## src/fdc_pkg.sv

```systemverilog
package fdc_pkg;

  // foot state
  localparam int NUM_FEET = 2;
  localparam int FOOT_W   = (NUM_FEET > 1) ? $clog2(NUM_FEET) : 1;

  // field widths
  localparam int POS_W = 32;
  localparam int SPD_W = 32;
  localparam int DUS_W = 20;

  // datapath widths
  localparam int NUM_AXES = 3;
  localparam int AX_W     = 2;
  localparam int MAG_W    = POS_W;
  localparam int PROD_W   = 2 * MAG_W;
  localparam int SUM_W    = PROD_W + 2;
  localparam int ROOT_W   = 34;
  localparam int SQ_W     = 2 * ROOT_W;
  localparam int REM_W    = ROOT_W + 3;
  localparam int DIV_W    = ROOT_W + DUS_W;
  localparam int DEN_W    = DUS_W;
  localparam int SMOOTH_W = SPD_W + 3;
  localparam int RECIP_W  = 32;
  localparam int RPROD_W  = SMOOTH_W + RECIP_W;
  localparam int RECIP_SH = 34;
  localparam int CNT_W    = 6;

  // constants
  localparam logic [DUS_W-1:0] MIN_DELTA_US = 20'd100;
  localparam logic [DUS_W-1:0] US_PER_S     = 20'd1000000;
  localparam logic [SMOOTH_W-1:0] SMOOTH_DEN = 35'd5;
  // floor(2^34 / 5), estimate is low by at most one for sums below 5 * 2^32
  localparam logic [RECIP_W-1:0] SMOOTH_RECIP = 32'hcccccccc;

  // configuration registers
  localparam int CFG_IDX_W  = 4;
  localparam int CFG_DATA_W = 32;
  localparam logic [CFG_IDX_W-1:0] CFG_PLANT_SPEED   = 4'd0;
  localparam logic [CFG_IDX_W-1:0] CFG_RELEASE_SPEED = 4'd1;
  localparam logic [SPD_W-1:0] PLANT_SPEED_RST   = 32'd13107;
  localparam logic [SPD_W-1:0] RELEASE_SPEED_RST = 32'd32768;

  // queue between front and back
  localparam int QUEUE_DEPTH = 2;
  localparam int QPTR_W      = (QUEUE_DEPTH > 1) ? $clog2(QUEUE_DEPTH) : 1;
  localparam int QCNT_W      = $clog2(QUEUE_DEPTH + 1);

  // classified sample as queued for the back end
  typedef struct packed {
    logic                    side;
    logic                    foot_ok;
    logic                    short_frame;
    logic signed [POS_W-1:0] x;
    logic signed [POS_W-1:0] y;
    logic signed [POS_W-1:0] z;
    logic [DUS_W-1:0]        dus;
  } fdc_item_t;

endpackage

```

## src/fdc_queue.sv

```systemverilog
module fdc_queue import fdc_pkg::*; (
  input  logic      clk,
  input  logic      rst_n,
  input  logic      push_valid,
  output logic      push_ready,
  input  fdc_item_t push_item,
  output logic      pop_valid,
  input  logic      pop_ready,
  output fdc_item_t pop_item
);

  fdc_item_t         mem_r [QUEUE_DEPTH];
  logic [QPTR_W-1:0] wr_ptr_r;
  logic [QPTR_W-1:0] rd_ptr_r;
  logic [QCNT_W-1:0] count_r;
  logic              do_push;
  logic              do_pop;

  assign push_ready = (count_r != QCNT_W'(QUEUE_DEPTH));
  assign pop_valid  = (count_r != '0);
  assign pop_item   = mem_r[rd_ptr_r];
  assign do_push    = push_valid && push_ready;
  assign do_pop     = pop_valid && pop_ready;

  // storage, no reset needed
  always_ff @(posedge clk) begin
    if (do_push) begin
      mem_r[wr_ptr_r] <= push_item;
    end
  end

  // pointers and fill level
  always_ff @(posedge clk) begin
    if (!rst_n) begin
      wr_ptr_r <= '0;
      rd_ptr_r <= '0;
      count_r  <= '0;
    end else begin
      if (do_push) begin
        wr_ptr_r <= (wr_ptr_r == QPTR_W'(QUEUE_DEPTH - 1)) ? '0 : wr_ptr_r + 1'b1;
      end
      if (do_pop) begin
        rd_ptr_r <= (rd_ptr_r == QPTR_W'(QUEUE_DEPTH - 1)) ? '0 : rd_ptr_r + 1'b1;
      end
      if (do_push && !do_pop) begin
        count_r <= count_r + 1'b1;
      end else if (do_pop && !do_push) begin
        count_r <= count_r - 1'b1;
      end
    end
  end

endmodule

```

## config.mk

```make
export PLATFORM = sky130hd
export DESIGN_NAME = fdc_queue
export DESIGN_NICKNAME = d
export VERILOG_FILES = /design/src/fdc_pkg.sv /design/src/fdc_queue.sv
export SDC_FILE = /design/constraint.sdc
export NUM_CORES = 1
export LEC_CHECK = 0
export BUFFER_PORTS_ARGS = -buffer_cell sky130_fd_sc_hd__buf_2
export CAP_MARGIN = 20
export CORE_UTILIZATION = 25
export DETAILED_ROUTE_END_ITERATION = 8
export PLACE_DENSITY_LB_ADDON = 0.12
export SYNTH_ARGS = -nofsm -noshare
export SYNTH_HDL_FRONTEND = slang
export SYNTH_SLANG_ARGS = --single-unit
export TNS_END_PERCENT = 10
```

## constraint.sdc

```tcl
create_clock -name clk -period 4.7 [get_ports clk]
set_clock_uncertainty 0.2 [all_clocks]
set_input_delay 0.705 -clock clk [delete_from_list [all_inputs] [get_ports clk]]
set_output_delay 0.705 -clock clk [all_outputs]
set_load 0.02 [all_outputs]
```

## Word level (Yosys, flattened, before mapping)

Memory sizes are Yosys's and may differ from the RTL's. A register that Yosys moved wholly into a read port is not among the register bits.
Index checks and enable logic that the tools add are counted.
Widths: inputs -> output; s select.

| storage, ports and cells | value |
|---|---|
| flip-flop bits (word level) | 4 |
| RAM bits | 238 |
| bits of input ports | 123 |
| output and inout bits | 121 |
| word-level logic and storage cells | 25 |
| memories | 1 |

| cells by class | value |
|---|---|
| $add $sub $neg | 4 |
| equality and inequality tests | 1 |
| muxes and demuxes | 8 |
| reduce and logical (&&, ||, !) cells | 8 |

Memories:

| name | words | width | rd ports | clocked after memory_dff | write ports | line | source |
|---|---|---|---|---|---|---|---|
| mem_r | 2 | 119 | 1 | 1 | 1 | fdc_queue.sv:12 | `fdc_item_t mem_r [QUEUE_DEPTH];` |

Operator list:

| operator | count |
|---|---|
| $mux 1 | 6 |
| $logic_and 1x1->1 | 4 |
| $mux 2 | 2 |
| $reduce_bool 2->1 | 2 |
| $add 1x1->1 const B | 2 |
| $add 2x1->2 const B | 1 |
| $logic_not 1->1 | 2 |
| $ne 2x2->1 const B | 1 |
| $sub 2x1->2 const B | 1 |

## Logic depth before layout (Yosys ltp)

Gate-level depths: netlist of run 1.

| depth | value |
|---|---|
| word-level depth | 6 |
| gate-level depth with buffers | 6 |
| depth with buffers taken out | 6 |

## Least setup slack after synthesis of run 1

OpenSTA, ideal clock, no wires.

| timing path | value |
|---|---|
| path type | input to register |
| from | in push_valid |
| to | mem mem_r[1][0] (netlist bit), enable pin |
| setup time | 493 ps |
| arrival time | 3499 ps |
| data required time | 4007 ps |
| slack | 509 ps |
| cell stages on the path | 1 |
| path buffers | 0 |
| cells stage by stage | and3_1 |

| on the way | value |
|---|---|
| longest elaborated chain between the ends | 3 |

RTL lines:

| what | line | source |
|---|---|---|
| start: declaration | fdc_queue.sv:4 | `input logic push_valid,` |
| $logic_and 1x1->1 | fdc_queue.sv:22 | `assign do_push = push_valid && push_ready;` |
| $mux 1 | fdc_queue.sv:27 | `if (do_push) begin` |
| $mux 1 (not written as such) | fdc_queue.sv:28 | `mem_r[wr_ptr_r] <= push_item;` |
| end: declaration | fdc_queue.sv:12 |  |

No other way between the ends.

==> results of run 1 <==
## Yosys cell counts (all sizes together)
cell	number	area [sq um]
a21bo	1	10.0
and3	1	6.26
dfxtp	5	100
o21ai	2	10.0
buf	13	135
nand2b	1	13.8
a21boi	2	15.0
ha	1	12.5
or2	1	6.26
xnor2	2	17.5
or3	1	6.26
mux2	119	1340
nand3b	1	7.51
edfxtp	238	7150
and2	4	25.0
inv	1	3.75
xor2	1	8.76
## where the power goes
part / total, mW / switching [mW] / internal, mW
Sequential: 2.81 / 0.104 / 2.71
Combinational: 1.63 / 0.977 / 0.652
Clock: 2.09 / 0.807 / 1.28
## registers in the layout, summed over array words and instances (netlist names), named ones only
name,flops
wr_ptr_r,1
count_r,2
mem_r,238
rd_ptr_r,1
## cell type report
| class | count | area [sq um] | area share [%] |
|---|---|---|---|
| Sequential cell | 243 | 7250 | 63.1 |
| Multi-Input combinational cell | 137 | 1480 | 12.9 |
| Timing Repair Buffer | 247 | 1280 | 11.2 |
| Clock buffer | 38 | 759 | 6.61 |
| Tap cell | 455 | 569 | 4.95 |
| Clock inverter | 11 | 130 | 1.13 |
| Antenna cell | 3 | 7.51 | 0.0653 |
| Inverter | 1 | 6.26 | 0.0544 |
## how the worst max path moves through the flow
stage                    start                      to  cells past startpoint
floorplan           push_valid   mem_r[1][0]$_DFFE_PP_                      1
CTS                   register            pop_item[59]                      3
finish                register           pop_item[117]                      3
global route          register            pop_item[62]                      3
global placement    push_valid  mem_r[0][71]$_DFFE_PP_                      4
detailed placement  push_valid  mem_r[0][72]$_DFFE_PP_                      4
## metrics by stage
stage	setup WS, ns	instance area, sq um	hold slack (ns)	cells
global route	1.42	11500	0.128	1133
finish	1.57	11500	0.157	1135
CTS	1.44	11500	0.120	1132
global placement	2.04	10600	0.327	1083
detailed placement	1.98	10600	0.355	1083
floorplan	0.509	8860	0.312	394
## layer usage
layer  vias up  wire length, microns  track usage [%]
li1       2107                     -                -
met2       172                  9210             17.8
met5         -                    42                0
met3        45                  1470             3.63
met4         8                   627             3.54
met1      2196                  7590             11.5
## placed cells by master (no fill, tap or decap), drive strengths merged
cell | synthesis | final
or2 | 1 | 1
dfxtp | 5 | 5
clkinv | 0 | 7
bufinv | 0 | 3
inv | 1 | 1
nand2b | 1 | 1
o21ai | 2 | 2
ha | 1 | 1
a21bo | 1 | 1
clkinvlp | 0 | 1
xnor2 | 2 | 2
or3 | 1 | 1
nand3b | 1 | 1
mux2 | 119 | 119
diode | 0 | 3
a21boi | 2 | 2
and3 | 1 | 1
xor2 | 1 | 1
and2 | 4 | 4
buf | 13 | 247
edfxtp | 238 | 238
clkbuf | 0 | 38
## logic make-up after synthesis
logic type | Yosys count | share of synthesized area [%]
compound gates | 5 | 0.395
xor+xnor | 3 | 0.296
fa+ha+maj | 1 | 0.141
buf+inv | 14 | 1.57
flops | 243 | 81.8
mux | 119 | 15.1
simple gates | 9 | 0.734
## worst max-delay path: cells and delay by family (launching register included)
kind	cells	cell delay, ns
buf+inv	2	0.61
flops	1	0.66
mux	1	0.39
==> results.py, run 1 <==
metrics = {
    "floorplanning": {
        "start_util_pct": 25.5,
        "ioPinCount": 244,
        "dieArea_sq_um": 36200,
        "core_sq_um": 34700,
        "die_w_microns": 190,
        "die_y_microns": 190,
        "fp-row-count": 68,
    },
    "timing": {
        "rsz0062_at_grt": "no",
        "drv_slew": 0,
        "period_needed_ns": 3.13,
        "worst_pin_slew_ns": 0.902,
        "setup_viol": 0,
        "report.final.hold_viol_count": 0,
        "relSlewSlack_pct": 39.9,
        "max_freq_mhz": 319,
        "timing.final.crit_share_pct": 66.7,
        "setup_tns_ns": 0,
    },
    "clock_tree": {
        "tritoncts": "built",
        "cts_root_buf": "clkbuf_16",
        "cts_inserted_buffers": 28,
        "cts_hold_buf": 0,
        "clock-sinks": 243,
        "insertion_delay_ns": 0.53,
        "h-tree-depth": 1,
        "path_clk_slew_ns": 0.06,
        "post-cts-setup-buffer-count": 0,
        "cts_resized": 0,
        "cts_buffer_depth": 3,
    },
    "layout": {
        "fin_nets": 782,
        "fill_cells": 3406,
        "final_layout_size_suffix_gt1_share_pct": 60.6,
        "utilization_pct": 33.1,
        "area_delta_synth_final_pct": 29.6,
    },
    "yosys": {
        "syn_area_per_cell_sq_um": 22.5,
        "ys_ff_latch": 243,
        "syn_area_sq_um": 8860,
        "synthCells": 394,
        "ys_seq_area_share_pct": 81.8,
        "ys_types": 20,
        "yosysWarnings": 0,
        "syn-num-nets": 518,
    },
    "job": {
        "maxCapViolCount": 0,
    },
    "hold_path": {
        "min_to": "mem_r[0][99]$_DFFE_PP_",
        "holdCritPathClass": "in2reg",
        "min-delay-start": "push_item[99]",
        "hold_depth": 1,
    },
    "drt": {
        "drtAntennaViolNets": 0,
        "first_iter_violations": 130,
        "vias_per_cell": 3.99,
        "wire_per_inst_microns": 16.7,
        "first_pass_iters": 4,
        "route.vias.total": 4528,
        "drc": 0,
        "wirelength_microns": 18900,
    },
    "worst_setup_path": {
        "r2r_slack_ns": 2.31,
        "arrival_ns": 2.23,
        "cp_slowest_stage_delay_ns": 0.66,
        "worstPathMaxFanout": 31,
        "crit_required_ns": 3.80,
        "crit_path_top_delay_cell": "dfxtp_4",
        "worst-setup-path-type": "reg2out",
        "startpoint_type": "register",
        "worstPathCellList": "buf_4, mux2_2, buf_2",
        "end_kind": "primary output",
        "reg2reg_depth": 4,
        "reg2reg_to": "mem_r[0][88]$_DFFE_PP_",
        "rr_startpoint": "count_r[0]$_SDFFE_PN0P_",
    },
    "pwr": {
        "ir_drop_mv": 0.294,
        "leakagePower_nw": 4.18,
        "cellPowerDensity_nw_per_um2": 569,
        "p_total_mw": 6.54,
    },
    "grt": {
        "track_usage_pct": 10.2,
        "overflow": 0,
        "grt_max_degree": 120,
        "antenna_found_initial": 7,
        "grt_pass1_wl_microns": 28300,
        "grt_pass1_vias": 5043,
    },
    "placed_design": {
        "portBuffers": 243,
        "routabilityCongestion": 0.708,
        "dp_hpwl_microns": 12000,
    },
    "outcome": {
        "status": "finished clean",
    },
}
Power figures use the tool's default switching activity.
==> run 2, diff against run 1 <==
--- a/config.mk
+++ b/config.mk
@@ -5,6 +5,7 @@
 export SDC_FILE = /design/constraint.sdc
 export NUM_CORES = 1
 export LEC_CHECK = 0
+export ABC_AREA = 1
 export BUFFER_PORTS_ARGS = -buffer_cell sky130_fd_sc_hd__buf_2
 export CAP_MARGIN = 20
 export CORE_UTILIZATION = 25
==> constraint.sdc (replaced) <==
create_clock -name clk -period 2.8 [get_ports clk]
set_clock_uncertainty 0.2 [all_clocks]
set_input_delay 0.42 -clock clk [delete_from_list [all_inputs] [get_ports clk]]
set_output_delay 0.42 -clock clk [all_outputs]
set_load 0.02 [all_outputs]
==> run 2 against run 1 <==
Against the previous run: area after synthesis grew 0.41%; highest routed layer is now met4; critical path type unchanged; via count grew 12%; largest power group unchanged; setup slack lost 1.4 ns; critical endpoint is now pop_item[66]; combinational power grew 71%.
==> results.py, run 2 <==
metrics = {
    "grt": {
        "grt_pass1_wl_microns": 29600,
        "grt_max_degree": 52,
        "antenna_found_initial": 0,
        "overflow": 0,
        "grt_pass1_vias": 5562,
        "track_usage_pct": 10.5,
    },
    "layout": {
        "regMostFlops": "mem_r",
        "final_common_cell": "buf_2",
        "diodes": 0,
        "fin_nets": 920,
        "stdcell_area_sq_um": 12800,
        "area_delta_synth_final_pct": 44.1,
        "instances_no_fill": 1272,
        "largest_reg_flops": 238,
        "multiInputGateArea_sq_um": 1480,
        "final_layout_size_suffix_gt1_share_pct": 51.0,
        "fill_cells": 3314,
        "ff_latch_area_sq_um": 7250,
        "final_cell_mix": "buf_2 (243), edfxtp_1 (238), dlygate4sd3_1 (120)",
        "top_regs": "mem_r: 238 flops, count_r: 2 flops",
    },
    "timing": {
        "rsz0062_at_grt": "no",
        "timing.final.crit_share_pct": 94.4,
        "report.final.hold_viol_count": 0,
        "worst_pin_slew_ns": 0.401,
        "setup_viol": 0,
        "relSlewSlack_pct": 73.2,
        "max_freq_mhz": 378,
        "drv_slew": 0,
        "timing.hold.ws_ns": 0.0683,
        "period_needed_ns": 2.64,
    },
    "pwr": {
        "p_switching_mw": 3.15,
        "p_comb_share_pct": 25.3,
        "p_int_mw": 7.89,
        "p_seq_share_pct": 43.0,
        "p_total_mw": 11.0,
        "leakagePower_nw": 4.77,
        "clkPwrFrac_pct": 31.7,
        "ir_drop_mv": 0.525,
        "p_sw_share_pct": 28.6,
        "cellPowerDensity_nw_per_um2": 861,
    },
    "yosys": {
        "synth_top_area_share_pct": 80.3,
        "synth.most_common_cell": "edfxtp_1",
        "synth.area.mux_share_pct": 15.1,
        "yosysWarnings": 0,
        "synthTopCellsByCount": "edfxtp_1 (238), mux2_2 (119), clkbuf_8 (11)",
        "synth-async-reset-ratio_pct": 0,
        "ys_seq_area_share_pct": 81.4,
        "synth_top_family_by_area": "multiplexers",
        "synth_edf_count": 238,
        "ys.flop_type": "edfxtp_1",
        "syn_area_sq_um": 8900,
        "ys_types": 14,
        "synthAdderAreaFrac_pct": 0.141,
        "synth_area_leaders": "edfxtp_1 (80%), mux2_2 (15%), clkbuf_8 (1.7%)",
        "ys_ff_latch": 243,
        "yosys.area_share.simple_pct": 0.843,
        "synth_xor_area_share_pct": 0,
        "synthCells": 407,
        "syn-num-nets": 531,
        "syn_area_per_cell_sq_um": 21.9,
        "synth_compound_area_share_pct": 0.253,
        "synth_area_leader_cell": "edfxtp_1",
    },
    "worst_setup_path": {
        "worstPathMaxFanout": 42,
        "crit_path_top_delay_cell": "dfxtp_4",
        "cp_slowest_stage_delay_ns": 0.60,
        "worst-setup-path-type": "reg2out",
        "crit_required_ns": 2.18,
        "arrival_ns": 2.02,
        "worstPathCellList": "buf_12, mux2_2, buf_2",
        "end_kind": "primary output",
        "startpoint_type": "register",
    },
    "drt": {
        "wire_per_inst_microns": 15.3,
        "route.vias.total": 5054,
        "first_iter_violations": 192,
        "first_pass_iters": 4,
        "drtAntennaViolNets": 0,
        "vias_per_cell": 3.97,
        "wirelength_microns": 19400,
        "drc": 0,
    },
    "clock_tree": {
        "insertion_delay_ns": 0.54,
        "clock-sinks": 243,
        "cts_resized": 0,
        "h-tree-depth": 1,
        "cts_buffer_depth": 3,
        "post-cts-setup-buffer-count": 0,
        "cts_inserted_buffers": 28,
        "cts_root_buf": "clkbuf_16",
        "tritoncts": "built",
        "path_clk_slew_ns": 0.06,
    },
    "job": {
        "maxCapViolCount": 0,
    },
    "floorplanning": {
        "die_w_microns": 191,
        "die_y_microns": 191,
        "fp-row-count": 68,
        "dieArea_sq_um": 36400,
        "start_util_pct": 25.6,
        "core_sq_um": 34800,
        "ioPinCount": 244,
    },
    "placed_design": {
        "routabilityCongestion": 0.698,
        "dp_hpwl_microns": 12400,
        "portBuffers": 243,
        "place_inst": 1101,
        "dpl_cell_area_sq_um": 10700,
    },
    "hold_path": {
        "holdCritPathClass": "in2reg",
    },
    "outcome": {
        "status": "finished clean",
    },
}
[run 2: logic make-up after synthesis]
group                      Yosys count
adders and majority gates            1
AOI/OAI and AO/OA                    4
muxes                              119
DFF                                243
and+or+nand+nor                     19
buffers and inverters               21
[run 2: power by group through the flow]
stage	registers [mW]	logic (mW)	clock network, mW
4_1_cts	4.76	2.87	3.64
3_3_place_gp	4.82	2.70	0
2_1_floorplan	4.78	1.84	0
3_5_place_dp	4.84	2.72	0
6_report	4.75	2.79	3.50
5_1_grt	4.81	3.00	3.77
[run 2: worst max-delay path: cells and delay by family, from the launching register on]
| family | cells | cell delay (ns) |
|---|---|---|
| buffers and inverters | 2 | 0.47 |
| DFF | 1 | 0.60 |
| muxes | 1 | 0.38 |
[run 2: worst paths after layout]
kind / startpoint / end / slack [ns] / cells past startpoint
max reg2reg: count_r[0]$_SDFFE_PN0P_ / mem_r[0][4]$_DFFE_PP_ / 1.12 / 5
min reg2reg: rd_ptr_r$_SDFFE_PN0P_ / rd_ptr_r$_SDFFE_PN0P_ / 0.30 / 2
max: register / pop_item[66] / 0.16 / 3
min: push_valid / wr_ptr_r$_SDFFE_PN0P_ / 0.07 / 4
[run 2: routing by layer]
metal	global-route usage (%)	wire length, microns
met4	3.72	604
met1	12.4	8050
met5	0	0
met3	3.18	1360
met2	17.8	9390
[run 2: repair_timing]
action / 4_1_cts / 5_1_grt
endpoints found under the setup margin: 0 / 0
endpoints found under the hold margin: 243 / 0
hold buffers: 120 / 0
[run 2: stage by stage]
step	setup TNS [ns]	worst slack (ns)	utilization, %
4_1_cts	0	0.0739	36.9
3_3_place_gp	0	0.690	30.8
2_1_floorplan	-33.10	-0.149	-
5_1_grt	0	0.0394	36.9
3_5_place_dp	0	0.668	30.8
6_report	0	0.157	36.9
[run 2: cell type report]
class	instances	area share [%]
sequential	243	56.5
timing repair buffer	372	20.3
multi-input combinational	143	11.5
clock buffer	40	6.21
tap	455	4.44
clock inverter	11	0.780
inverter	8	0.234
